### src/sv/zrbr_pkg.sv
// Package of the reverse bit reader: sizes, command and error codes,
// controller states and the controller/datapath command and status structs.
`default_nettype none

package zrbr_pkg;

    // Store and field sizes
    localparam int STORE_BYTES    = 4096;
    localparam int ADDR_W         = $clog2(STORE_BYTES);
    localparam int BYTE_ADDR_W    = 12;
    localparam int BYTE_W         = 8;
    localparam int POS_W          = 13;
    localparam int MAX_FIELD_BITS = 32;
    localparam int CNT_W          = 6;
    localparam int BUF_W          = 6;
    localparam int ACC_W          = 40;
    localparam int CMD_W          = 3;
    localparam int ERR_W          = 3;
    localparam int REM_W          = 16;
    localparam int CFG_IDX_W      = 1;
    localparam int CFG_DATA_W     = 13;

    // Configuration register indexes
    localparam logic [CFG_IDX_W-1:0] CFG_SPAN_BEGIN = 1'd0;
    localparam logic [CFG_IDX_W-1:0] CFG_SPAN_END   = 1'd1;

    typedef enum logic [CMD_W-1:0] {
        OP_WRITE    = 3'd0,
        OP_START    = 3'd1,
        OP_READ     = 3'd2,
        OP_PEEK     = 3'd3,
        OP_PAD_PEEK = 3'd4,
        OP_DISCARD  = 3'd5
    } t_op;

    typedef enum logic [ERR_W-1:0] {
        ERR_OK         = 3'd0,
        ERR_EMPTY_SPAN = 3'd1,
        ERR_NO_MARKER  = 3'd2,
        ERR_TRUNCATED  = 3'd3,
        ERR_DISCARD    = 3'd4,
        ERR_LOOKAHEAD  = 3'd5
    } t_err;

    typedef enum logic [2:0] {
        S_IDLE,
        S_EXEC,
        S_START_WAIT,
        S_FILL,
        S_FILL_WAIT,
        S_EXTRACT,
        S_DONE
    } t_state;

    // Commands from controller to datapath
    typedef struct packed {
        logic latch;
        logic mem_wr;
        logic rd_start;
        logic rd_fill;
        logic set_err;
        t_err err;
        logic make_empty;
        logic start_load;
        logic fill_shift;
        logic extract;
        logic discard;
        logic load_out;
    } t_dp_cmd;

    // Status from datapath to controller
    typedef struct packed {
        logic [CMD_W-1:0] op;
        logic             cnt_over;
        logic             span_bad;
        logic             discard_bad;
        logic             marker_zero;
        logic             need_fill;
        logic             out_free;
    } t_dp_sts;

    // Mask of the n low bits of a field word
    function automatic logic [MAX_FIELD_BITS-1:0] low_mask(input logic [CNT_W-1:0] n);
        logic [MAX_FIELD_BITS:0] m;
        m = ({{MAX_FIELD_BITS{1'b0}}, 1'b1} << n) - {{MAX_FIELD_BITS{1'b0}}, 1'b1};
        if (n >= CNT_W'(MAX_FIELD_BITS)) begin
            return '1;
        end
        return m[MAX_FIELD_BITS-1:0];
    endfunction

endpackage

`default_nettype wire

### src/sv/zrbr_ctrl.sv
// Controller state machine of the reverse bit reader: sequences one command
// word at a time through the datapath. Depends on zrbr_pkg.
`default_nettype none

module zrbr_ctrl import zrbr_pkg::*; (
    input  wire logic    i_clk,
    input  wire logic    i_rst_n,
    input  wire logic    i_in_valid,
    output logic         o_in_ready,
    input  wire t_dp_sts i_sts,
    output t_dp_cmd      o_ctl
);

    t_state r_state, n_state;

    always_ff @(posedge i_clk) begin
        if (!i_rst_n) begin
            r_state <= S_IDLE;
        end else begin
            r_state <= n_state;
        end
    end

    // Next state
    always_comb begin
        n_state = r_state;
        case (r_state)
            S_IDLE: begin
                if (i_in_valid) begin
                    n_state = S_EXEC;
                end
            end
            S_EXEC: begin
                case (i_sts.op)
                    OP_START: begin
                        n_state = i_sts.span_bad ? S_DONE : S_START_WAIT;
                    end
                    OP_READ, OP_PEEK, OP_PAD_PEEK: begin
                        n_state = i_sts.cnt_over ? S_DONE : S_FILL;
                    end
                    default: n_state = S_DONE;
                endcase
            end
            S_START_WAIT: n_state = S_DONE;
            S_FILL: begin
                n_state = i_sts.need_fill ? S_FILL_WAIT : S_EXTRACT;
            end
            S_FILL_WAIT: n_state = S_FILL;
            S_EXTRACT:   n_state = S_DONE;
            S_DONE: begin
                if (i_sts.out_free) begin
                    n_state = S_IDLE;
                end
            end
            default: n_state = S_IDLE;
        endcase
    end

    // Datapath commands
    always_comb begin
        o_ctl      = '0;
        o_ctl.err  = ERR_OK;
        o_in_ready = 1'b0;
        case (r_state)
            S_IDLE: begin
                o_in_ready = 1'b1;
                o_ctl.latch = i_in_valid;
            end
            S_EXEC: begin
                case (i_sts.op)
                    OP_WRITE: o_ctl.mem_wr = 1'b1;
                    OP_START: begin
                        if (i_sts.span_bad) begin
                            o_ctl.make_empty = 1'b1;
                            o_ctl.set_err    = 1'b1;
                            o_ctl.err        = ERR_EMPTY_SPAN;
                        end else begin
                            o_ctl.rd_start = 1'b1;
                        end
                    end
                    OP_READ, OP_PEEK: begin
                        if (i_sts.cnt_over) begin
                            o_ctl.set_err = 1'b1;
                            o_ctl.err     = ERR_TRUNCATED;
                        end
                    end
                    OP_PAD_PEEK: begin
                        if (i_sts.cnt_over) begin
                            o_ctl.set_err = 1'b1;
                            o_ctl.err     = ERR_LOOKAHEAD;
                        end
                    end
                    OP_DISCARD: begin
                        if (i_sts.discard_bad) begin
                            o_ctl.set_err = 1'b1;
                            o_ctl.err     = ERR_DISCARD;
                        end else begin
                            o_ctl.discard = 1'b1;
                        end
                    end
                    default: ;
                endcase
            end
            S_START_WAIT: begin
                if (i_sts.marker_zero) begin
                    o_ctl.make_empty = 1'b1;
                    o_ctl.set_err    = 1'b1;
                    o_ctl.err        = ERR_NO_MARKER;
                end else begin
                    o_ctl.start_load = 1'b1;
                end
            end
            S_FILL:      o_ctl.rd_fill    = i_sts.need_fill;
            S_FILL_WAIT: o_ctl.fill_shift = 1'b1;
            S_EXTRACT:   o_ctl.extract    = 1'b1;
            S_DONE:      o_ctl.load_out   = i_sts.out_free;
            default: ;
        endcase
    end

endmodule

`default_nettype wire

### config.mk
export PLATFORM = sky130hd
export DESIGN_NAME = zrbr_ctrl
export DESIGN_NICKNAME = d
export VERILOG_FILES = /design/src/sv/zrbr_pkg.sv /design/src/sv/zrbr_ctrl.sv
export SDC_FILE = /design/constraint.sdc
export NUM_CORES = 1
export LEC_CHECK = 0
export ABC_AREA = 1
export BUFFER_PORTS_ARGS = -buffer_cell sky130_fd_sc_hd__buf_2
export CAP_MARGIN = 20
export CORE_AREA = 4 4 41 43
export CTS_CLUSTER_SIZE = 24
export DETAILED_ROUTE_END_ITERATION = 7
export DIE_AREA = 0 0 45 47
export MAX_ROUTING_LAYER = met4
export PLACE_DENSITY = 0.62
export SETUP_SLACK_MARGIN = 0.4
export SLEW_MARGIN = 30
export SYNTH_ARGS = -nofsm -noshare
export SYNTH_HDL_FRONTEND = slang
export SYNTH_SLANG_ARGS = --single-unit
### constraint.sdc
create_clock -name i_clk -period 1.4 [get_ports i_clk]
set_clock_uncertainty 0.05 [all_clocks]
set_input_delay 0.28 -clock i_clk [delete_from_list [all_inputs] [get_ports i_clk]]
set_output_delay 0.28 -clock i_clk [all_outputs]
set_load 0.02 [all_outputs]
# Yosys cells after proc, flatten, opt, wreduce, memory -nomap -nowiden
# Cells that the tools add are included.
[totals]
register_bits = 3
inputBits = 12
[op_classes]
n_reduce_logical = 6
eq_ne = 13
n_mux = 30
[ops]
columns = ["cell", "n"]
rows = [
  ["$pmux 3 s6", 1],
  ["$mux 1", 16],
  ["$pmux 4 s4", 1],
  ["$eq 3x3->1 const B", 5],
  ["$eq 3x2->1 const B", 4],
  ["$mux 3", 4],
  ["$mux 4", 3],
  ["$mux 5", 2],
  ["$pmux 5 s2", 1],
  ["$eq 3x1->1 const B", 2],
  ["$logic_not 3->1", 2],
  ["$pmux 3 s2", 1],
  ["$ne 2x2->1 const B", 2],
  ["$reduce_or 2->1", 2],
  ["$reduce_or 3->1", 1],
  ["$mux 2", 1],
  ["$reduce_and 2->1", 1],
]

# Depth between registers and ports, before layout
# Gate-level depths: netlist of the first run.
[depth]
depth_word = 4
ltp_mapped = 8
ltp_nobuf = 8

# Least setup slack after synthesis of the first run
# Ideal clock, no wire load.
[synth_timing]
kind = "register to output"
start = "register r_state[2]"
end = "output port o_ctl[0] (netlist bit)"
required_time_ns = 1.070
arrival_time_ns = 1.196
slack_ns = -0.126
path_stages_with_launch = 4
path_cell_list = "dfxtp_1 -> buf_6 -> inv_6 -> nor4_1"
[synth_rtl]
columns = ["element", "line", "text"]
rows = [
  ["start: declaration", "zrbr_ctrl.sv:14", "t_state r_state, n_state;"],
  ["start signal: assignment", "zrbr_ctrl.sv:20", "r_state <= n_state;"],
  ["end: declaration", "zrbr_ctrl.sv:11", "output t_dp_cmd o_ctl"],
]

==> results_dict.tcl, run 1 <==
set metrics [dict create \
    worstHoldStart "i_rst_n" \
    grt_start_max_net_pins 7 \
    critPathArrivalTime_ns 1.27 \
    fp.dieH_um 47 \
    grt_pass1_wl_mm 2.54 \
    min_path_type "input pin to flip-flop" \
    core_um2 1300 \
    path_buf_inv 2 \
    fp.dieArea_um2 2120 \
    vdd_drop_max_mv 1.16 \
    max_stage_delay_ns 0.35 \
    htreeDepth 1 \
    cts.root.buffer_cell "clkbuf_4" \
    reg2reg_from "r_state[1]" \
    slew_viol_final 0 \
    cp_top_family "simple AND/OR/NAND/NOR gates" \
    power_leakage_nw 0.477 \
    r2r_cells 9 \
    hold_ws_ns 0.242 \
    combPwrFrac 0.762 \
    p_int_w 0.000836 \
    clock.fmax_mhz 627 \
    die_x_um 45 \
    p_sw_frac 0.526 \
    dr.pass1.iters 4 \
    largest_register "r_state" \
    cp_num_cells 6 \
    setup_viol 15 \
    start_util 0.312 \
    cts_hold_buf 0 \
    detail_route.wl_per_cell_um 12.9 \
    syn_avg_cell_area_um2 5.88 \
    reg_top3 "r_state: 3 flops" \
    slowest_stage "dfxtp_4" \
    layout.nets 132 \
    crit_start "r_state[1]" \
    fin_setup_tns_ns -1.67 \
    cpMostUsedCell "nor2_4" \
    clk_pin_slew_ns 0.04 \
    cts_buffers 3 \
    seq_power_share 0.149 \
    wirelength_mm 1.72 \
    min_period_ns 1.60 \
    p_clk_frac 0.089 \
    num_rows 13 \
    worstSetupEndpointType "output pin" \
    ios 27 \
    drcViolationCount 0 \
    syn_inst 69 \
    vias 673 \
    ant_nets 0 \
    violations "negative setup slack" \
    rsz0062_at_grt "true" \
    ys_ff_latch 3 \
    path_max_fanout 5 \
    crit_end "o_ctl[1]" \
    cp_cell_sequence "inv_6 -> nand2_4 -> nor2_4 -> nand4_1 -> nor2_4 -> buf_6" \
    p_sw_w 0.000928 \
    syn_area_um2 405 \
    dpl.hpwl_mm 1.22 \
    max_slew_margin 0.864 \
    worst_pin_slew_ns 0.204 \
    r2r_end "r_state[0]" \
    setup.worst_path.class "flip-flop to output pin" \
    p_per_area_nw_per_um2 1810 \
    routed_via_density 5.02 \
    post-route-util 0.750 \
    final_layout_size_suffix_gt1_frac 0.681 \
    synth_cell_types 22 \
    maxCapViolCount 0 \
    hold_violations 0 \
    io_buffers 26 \
    ys_seq_area_frac 0.148 \
    syn_nets 81 \
    clkSinkCount 3 \
    cts.path.max_buffers 2 \
    period_share 1.14 \
    antenna_cells 0 \
    clkLatencyLatePin_ns 0.23 \
    finalWorstSetupSlack_ns -0.196 \
    critPathRequiredTime_ns 1.07 \
    start_kind "flip-flop" \
    place_congestion 0.774 \
    antenna_found_initial 0 \
    grt_overflow 0 \
    status "finished with violations" \
    area_delta_synth_final_pct 141 \
    drt_iter0_drc 21 \
    cts_tree "done" \
    first_global_vias 575 \
    largest_reg_flops 3 \
    track_usage 0.169 \
    rrSetupSlack_ns 0.06 \
    yosys_warnings 0 \
]
[kinds of logic (layout without fill, tap and decap cells)]
| group | Yosys count | in the layout | share of synthesized area |
|---|---|---|---|
| DFF | 3 | 3 | 0.148 |
| buffers and inverters | 15 | 65 | 0.170 |
| and+or+nand+nor | 45 | 45 | 0.605 |
| AOI/OAI and AO/OA | 6 | 6 | 0.0772 |
[power by group through the flow]
stage / combinational (W) / sequential [W] / clock [W]
floorplan: 0.000777 / 0.000202 / 0
finish: 0.00134 / 0.000263 / 0.000157
detailed placement: 0.00105 / 0.000246 / 0
global placement: 0.00104 / 0.000245 / 0
CTS: 0.00121 / 0.000259 / 0.000159
global route: 0.00144 / 0.000267 / 0.000160
[routing by layer]
metal / routed length (um) / GRT usage / vias to the layer above
met4: 45 / 0.0760 / 0
met5: 0 / - / -
met2: 943 / 0.280 / 16
li1: - / - / 334
met1: 686 / 0.209 / 317
met3: 46 / 0.0115 / 6
[cell usage in the layout, fill, tap and decap left out, drive strengths merged]
cell type	Yosys	layout
nor4	4	4
nand2	17	17
nand4	5	5
nor3	2	2
buf	1	47
a31oi	1	1
clkbuf	0	4
nor2	8	8
inv	14	14
and3	1	1
nand3	8	8
dfxtp	3	3
a21oi	2	2
o21ai	3	3
[stage by stage]
stage	instances	cell area, um^2	setup WS (ns)	total power [W]
after floorplan	69	548	0.0657	0.000979
after global placement	125	802	-0.0511	0.00128
after detailed placement	125	802	-0.0710	0.00130
after CTS	131	918	-0.204	0.00162
after global routing	134	976	-0.246	0.00186
final	134	976	-0.196	0.00176
[how the worst min path moves through the flow]
stage | to | slack, ns | cells after the start
floorplan | r_state[2] | 0.35 | 2
global placement | r_state[2] | 0.48 | 3
detailed placement | r_state[2] | 0.48 | 3
CTS | r_state[2] | 0.23 | 3
global route | r_state[2] | 0.27 | 3
finish | r_state[2] | 0.24 | 3
[what timing repair did]
action | CTS | global route
buffers inserted | 2 | 3
pin swaps | 4 | 2
gates resized for setup | 25 | 7
setup endpoints to repair | 18 | 18
[worst register-to-register path: cells and delay by family (launching register included)]
kind,cells,cell delay [ns]
buffers and inverters,4,0.38
flip-flops,1,0.35
AND/OR/NAND/NOR,5,0.48
[synthesized netlist by cell type]
cell type	number	area (um^2)
nand4_1	5	31.3
nand3_2	1	10.0
a21oi_1	2	10.0
nor3_1	2	10.0
and3_1	1	6.26
o21ai_1	2	10.0
nor2_2	1	6.26
nand2_1	15	56.3
nor2_4	2	22.5
nor2_1	5	18.8
nor4_1	3	18.8
dfxtp_1	3	60.1
nand2_2	1	6.26
a31oi_1	1	6.26
nor4_2	1	12.5
inv_6	1	8.76
nand3_1	7	35.0
inv_2	4	15.0
inv_1	9	33.8
buf_6	1	11.3
o21ai_0	1	5.00
nand2_4	1	11.3
[cell type report]
class	instances	area (um^2)
Clock buffer	4	26.3
Fill cell	102	325
Timing Repair Buffer	47	352
Multi-Input combinational cell	51	433
Tap cell	15	18.8
Inverter	14	75.1
Sequential cell	3	71.3
Note: power is estimated with default switching activity, not from simulation.
==> run 2: changes to the inputs <==
--- a/config.mk
+++ b/config.mk
@@ -14,6 +14,7 @@
 export DIE_AREA = 0 0 45 47
 export MAX_ROUTING_LAYER = met4
 export PLACE_DENSITY = 0.62
+export RECOVER_POWER = 25
 export SETUP_SLACK_MARGIN = 0.4
 export SLEW_MARGIN = 30
 export SYNTH_ARGS = -nofsm -noshare
==> run 2 against run 1 <==
Effect of this change: the run still ends with negative setup slack left; core utilization fell by 0.19 points; non-clock buffer count is the same; routed wire length fell by 0.52%; critical path depth is 3 lower; count of clock-buffer cells in the layout did not move; critical path type unchanged; critical endpoint is now o_ctl[0].
==> results_dict.tcl, run 2 (synthesized netlist as in run 1, its figures left out) <==
set metrics [dict create \
    status "finished with violations" \
    violations "negative setup slack" \
    path_max_fanout 6 \
    core_um2 1300 \
    dr.pass1.iters 4 \
    setup.worst_path.class "flip-flop to output pin" \
    cp_cell_sequence "inv_8 -> nor4_4 -> buf_4" \
    antenna_cells 0 \
    cts_hold_buf 0 \
    start_util 0.312 \
    seq_power_share 0.147 \
    nFillCells 103 \
    power_w 0.00175 \
    htreeDepth 1 \
    track_usage 0.169 \
    register_area_um2 68.8 \
    detail_route.wl_per_cell_um 12.8 \
    finalWorstSetupSlack_ns -0.199 \
    antenna_found_initial 0 \
    num_rows 13 \
    max_stage_delay_ns 0.51 \
    ant_nets 0 \
    grt_pass1_wl_mm 2.54 \
    power_leakage_nw 0.477 \
    cts_buffers 3 \
    largest_reg_flops 3 \
    min_path_type "input pin to flip-flop" \
    layout_common_cells "24 x buf_4, 14 x buf_2, 13 x nand2_1" \
    setup_viol 16 \
    die_x_um 45 \
    rsz0062_at_grt "true" \
    vias 689 \
    start_kind "flip-flop" \
    place_congestion 0.774 \
    p_sw_frac 0.528 \
    clk_pin_slew_ns 0.04 \
    worstSetupEndpointType "output pin" \
    drcViolationCount 0 \
    fp.dieArea_um2 2120 \
    first_global_vias 575 \
    hold_violations 0 \
    layout.nets 132 \
    vdd_drop_max_mv 1.15 \
    io_buffers 26 \
    p_sw_w 0.000926 \
    maxCapViolCount 0 \
    p_per_area_nw_per_um2 1800 \
    cp_top_family "flip-flops" \
    slew_viol_final 0 \
    combPwrFrac 0.765 \
    fp.dieH_um 47 \
    p_int_w 0.000828 \
    reg_top3 "r_state: 3 flops" \
    wirelength_mm 1.71 \
    ios 27 \
    clkSinkCount 3 \
    final_layout_size_suffix_gt1_frac 0.681 \
    largest_register "r_state" \
    cts_tree "done" \
    drt_iter0_drc 19 \
    area_delta_synth_final_pct 140 \
    multi_input_area_um2 433 \
    worst_pin_slew_ns 0.310 \
    p_clk_frac 0.088 \
    cts.root.buffer_cell "clkbuf_4" \
    routed_via_density 5.14 \
    clkLatencyLatePin_ns 0.23 \
    grt_overflow 0 \
    slowest_stage "dfxtp_2" \
    max_slew_margin 0.793 \
    clock.fmax_mhz 626 \
    critPathRequiredTime_ns 1.07 \
    final_common_cell "buf_4" \
    grt_start_max_net_pins 7 \
    critPathArrivalTime_ns 1.27 \
    hold_ws_ns 0.237 \
    min_period_ns 1.60 \
    cts.path.max_buffers 2 \
    dpl.hpwl_mm 1.22 \
    path_buf_inv 2 \
    rrSetupSlack_ns -0.04 \
    period_share 1.14 \
]
==> run 2: per-stage QoR <==
| step | util | instances | instance area (um^2) | setup WS, ns | setup TNS [ns] |
|---|---|---|---|---|---|
| 6_report | 0.748 | 134 | 973 | -0.199 | -1.86 |
| 5_1_grt | 0.748 | 134 | 973 | -0.246 | -2.53 |
| 4_1_cts | 0.706 | 131 | 918 | -0.204 | -1.76 |
| 3_5_place_dp | 0.616 | 125 | 802 | -0.0710 | -0.162 |
| 3_3_place_gp | 0.616 | 125 | 802 | -0.0511 | -0.127 |
| 2_1_floorplan | - | 69 | 548 | 0.0657 | 0 |
==> run 2: routing by layer <==
metal | vias to the layer above | GRT usage | wire, um
met5 | - | - | 0
met4 | 0 | 0.0760 | 61
met3 | 8 | 0.0115 | 52
met2 | 24 | 0.280 | 923
met1 | 323 | 0.209 | 675
li1 | 334 | - | -
==> run 2: path summary, 6_finish.rpt <==
path                   start         end  cells after the start
setup / recovery  r_state[2]    o_ctl[0]                      3
hold / removal       i_rst_n  r_state[2]                      3
setup reg to reg  r_state[2]  r_state[0]                      7
hold reg to reg   r_state[1]  r_state[1]                      2
==> run 2: repair_timing <==
| item | in CTS | in global routing |
|---|---|---|
| pin swaps | 4 | 2 |
| endpoints found under the setup margin | 18 | 18 |
| buffers inserted | 2 | 3 |
| gates resized for setup | 25 | 7 |
==> run 2: cell type report <==
cell class	instances	share of cell area
clock buffers	4	0.0270
inverters	14	0.0771
multi-input cells	51	0.445
flip-flops and latches	3	0.0707
well taps	15	0.0193
repair buffers	47	0.361
==> run 2: worst register-to-register path: cells and delay by family, from the launching register on <==
family / cells / cell delay (ns)
buffers and inverters: 3 / 0.39
and+or+nand+nor: 4 / 0.39
DFF: 1 / 0.51
==> run 2: power by group through the flow <==
| stage | Combinational (W) | Sequential, W | Clock (W) |
|---|---|---|---|
| floorplan | 0.000777 | 0.000202 | 0 |
| global placement | 0.00104 | 0.000245 | 0 |
| detailed placement | 0.00105 | 0.000246 | 0 |
| CTS | 0.00121 | 0.000259 | 0.000159 |
| global route | 0.00144 | 0.000259 | 0.000160 |
| finish | 0.00134 | 0.000257 | 0.000155 |
==> run 3: changes to the inputs <==
--- a/config.mk
+++ b/config.mk
@@ -6,7 +6,7 @@
 export NUM_CORES = 1
 export LEC_CHECK = 0
 export ABC_AREA = 1
-export BUFFER_PORTS_ARGS = -buffer_cell sky130_fd_sc_hd__buf_2
+export BUFFER_PORTS_ARGS = -buffer_cell sky130_fd_sc_hd__buf_4
 export CAP_MARGIN = 20
 export CORE_AREA = 4 4 41 43
 export CTS_CLUSTER_SIZE = 24
==> constraint.sdc (replaced) <==
create_clock -name i_clk -period 1.7 [get_ports i_clk]
set_clock_uncertainty 0.05 [all_clocks]
set_input_delay 0.34 -clock i_clk [delete_from_list [all_inputs] [get_ports i_clk]]
set_output_delay 0.34 -clock i_clk [all_outputs]
set_load 0.02 [all_outputs]
==> run 3 against run 2 <==
Effect of this change: the flow now finishes without violations; first-iteration DRC count decreased by 84%; critical path depth grew 3; cell count decreased by 7.5%; critical path type unchanged; largest power group unchanged; highest routed layer unchanged.
==> results_dict.tcl, run 3 (synthesized netlist as in run 1, its figures left out) <==
set metrics [dict create \
    clock.fmax_mhz 602 \
    hold_violations 0 \
    worstSetupEndpointType "output pin" \
    finalWorstSetupSlack_ns 0.0384 \
    layout_common_cells "24 x buf_4, 14 x nand2_1, 12 x buf_6" \
    ios 27 \
    p_sw_w 0.000713 \
    cpMostUsedCell "nor2_4" \
    grt_start_max_net_pins 7 \
    num_rows 13 \
    cts.path.max_buffers 2 \
    period_share 0.977 \
    worst_pin_slew_ns 0.248 \
    p_per_area_nw_per_um2 1560 \
    drcViolationCount 0 \
    p_int_w 0.000697 \
    min_period_ns 1.66 \
    r2r_cells 6 \
    drt_iter0_drc 3 \
    reg_top3 "r_state: 3 flops" \
    wirelength_mm 1.62 \
    grt_overflow 0 \
    status "completed" \
    io_buffers 26 \
    start_kind "flip-flop" \
    vias 633 \
    layout.cells.non_filler 124 \
    area_delta_synth_final_pct 123 \
    combPwrFrac 0.764 \
    cts_tree "done" \
    fp.dieH_um 47 \
    path_buf_inv 2 \
    track_usage 0.158 \
    slew_viol_final 0 \
    cts.root.buffer_cell "clkbuf_4" \
    place_congestion 0.809 \
    largest_register "r_state" \
    slowest_stage "dfxtp_4" \
    path_max_fanout 4 \
    rsz0062_at_grt "true" \
    detail_route.wl_per_cell_um 13.1 \
    fp.dieArea_um2 2120 \
    cp_num_cells 6 \
    dp_cells 110 \
    setup.worst_path.class "flip-flop to output pin" \
    start_util 0.312 \
    pre_cts_ws_ns 0.0844 \
    final_common_cell "buf_4" \
    htreeDepth 1 \
    final_layout_size_suffix_gt1_frac 0.624 \
    cts_buffers 3 \
    nFillCells 110 \
    vdd_drop_max_mv 0.878 \
    seq_power_share 0.139 \
    reg2reg_from "r_state[2]" \
    min_path_type "input pin to flip-flop" \
    antenna_cells 0 \
    max_slew_margin 0.834 \
    maxCapViolCount 0 \
    max_stage_delay_ns 0.35 \
    first_global_vias 553 \
    layout.nets 122 \
    critPathArrivalTime_ns 1.27 \
    ant_nets 0 \
    cts_hold_buf 0 \
    die_x_um 45 \
    crit_start "r_state[1]" \
    p_sw_frac 0.506 \
    post-route-util 0.695 \
    worstHoldStart "i_rst_n" \
    routed_via_density 5.10 \
    p_clk_frac 0.097 \
    clkSinkCount 3 \
    cp_top_family "simple AND/OR/NAND/NOR gates" \
    clkLatencyLatePin_ns 0.25 \
    cp_cell_sequence "inv_6 -> nand2_4 -> nor2_4 -> nand4_1 -> nor2_4 -> buf_6" \
    setup_viol 0 \
    dpl.hpwl_mm 1.06 \
    grt_pass1_wl_mm 2.35 \
    power_leakage_nw 0.443 \
    largest_reg_flops 3 \
    dr.pass1.iters 4 \
    hold_depth 3 \
    antenna_found_initial 0 \
    critPathRequiredTime_ns 1.31 \
    core_um2 1300 \
    clk_pin_slew_ns 0.04 \
]
[run 3: cell types whose count changed in the layout (fill, tap and decap cells not counted), sizes merged]
cell and change:
buf -11, clkbuf +1
[run 3: path summary, 6_finish.rpt]
kind / end / slack (ns)
max: o_ctl[1] / 0.04
min: r_state[2] / 0.29
max reg2reg: r_state[0] / 0.45
min reg2reg: r_state[1] / 0.58
[run 3: routing by layer]
layer,vias up,share of wire,GRT usage
li1,311,-,-
met1,289,0.40,0.191
met2,27,0.50,0.249
met3,6,0.074,0.0498
met4,0,0.033,0.0526
met5,-,0,-
[run 3: area by class of cell]
type	count	area, um^2	area share
multi-input cells	51	398	0.440
inverters	14	67.6	0.0747
repair buffers	37	323	0.357
well taps	15	18.8	0.0207
clock buffers	4	26.3	0.0290
flip-flops and latches	3	71.3	0.0788
[run 3: power groups by stage]
stage               Combinational [W]  Sequential (W)  Clock [W]
global placement             0.000756        0.000195          0
detailed placement           0.000754        0.000196          0
finish                        0.00108        0.000196   0.000137
CTS                          0.000940        0.000200   0.000139
global route                  0.00115        0.000203   0.000145
floorplan                    0.000574        0.000161          0
[run 3: per-stage QoR]
stage	TNS [ns]	cell area, um^2	hold slack [ns]	power, W
after floorplan	0	508	0.413	0.000735
after global placement	0	718	0.458	0.000951
after detailed placement	0	718	0.455	0.000950
after CTS	-0.00150	843	0.293	0.00128
after global routing	-0.0942	905	0.307	0.00150
final	0	905	0.295	0.00141
[run 3: what timing repair did]
item / CTS / global route
setup endpoints to repair: 16 / 17
endpoints found under the hold margin: 0 / 0
cloned: 0 / 0
resized for setup: 14 / 9
pin swaps: 6 / 7
buffers inserted: 7 / 3
[run 3: tightest hold or removal path: stages]
cell     delay [ns]
buf_4          0.12
nand2_1        0.06
a21oi_1        0.04
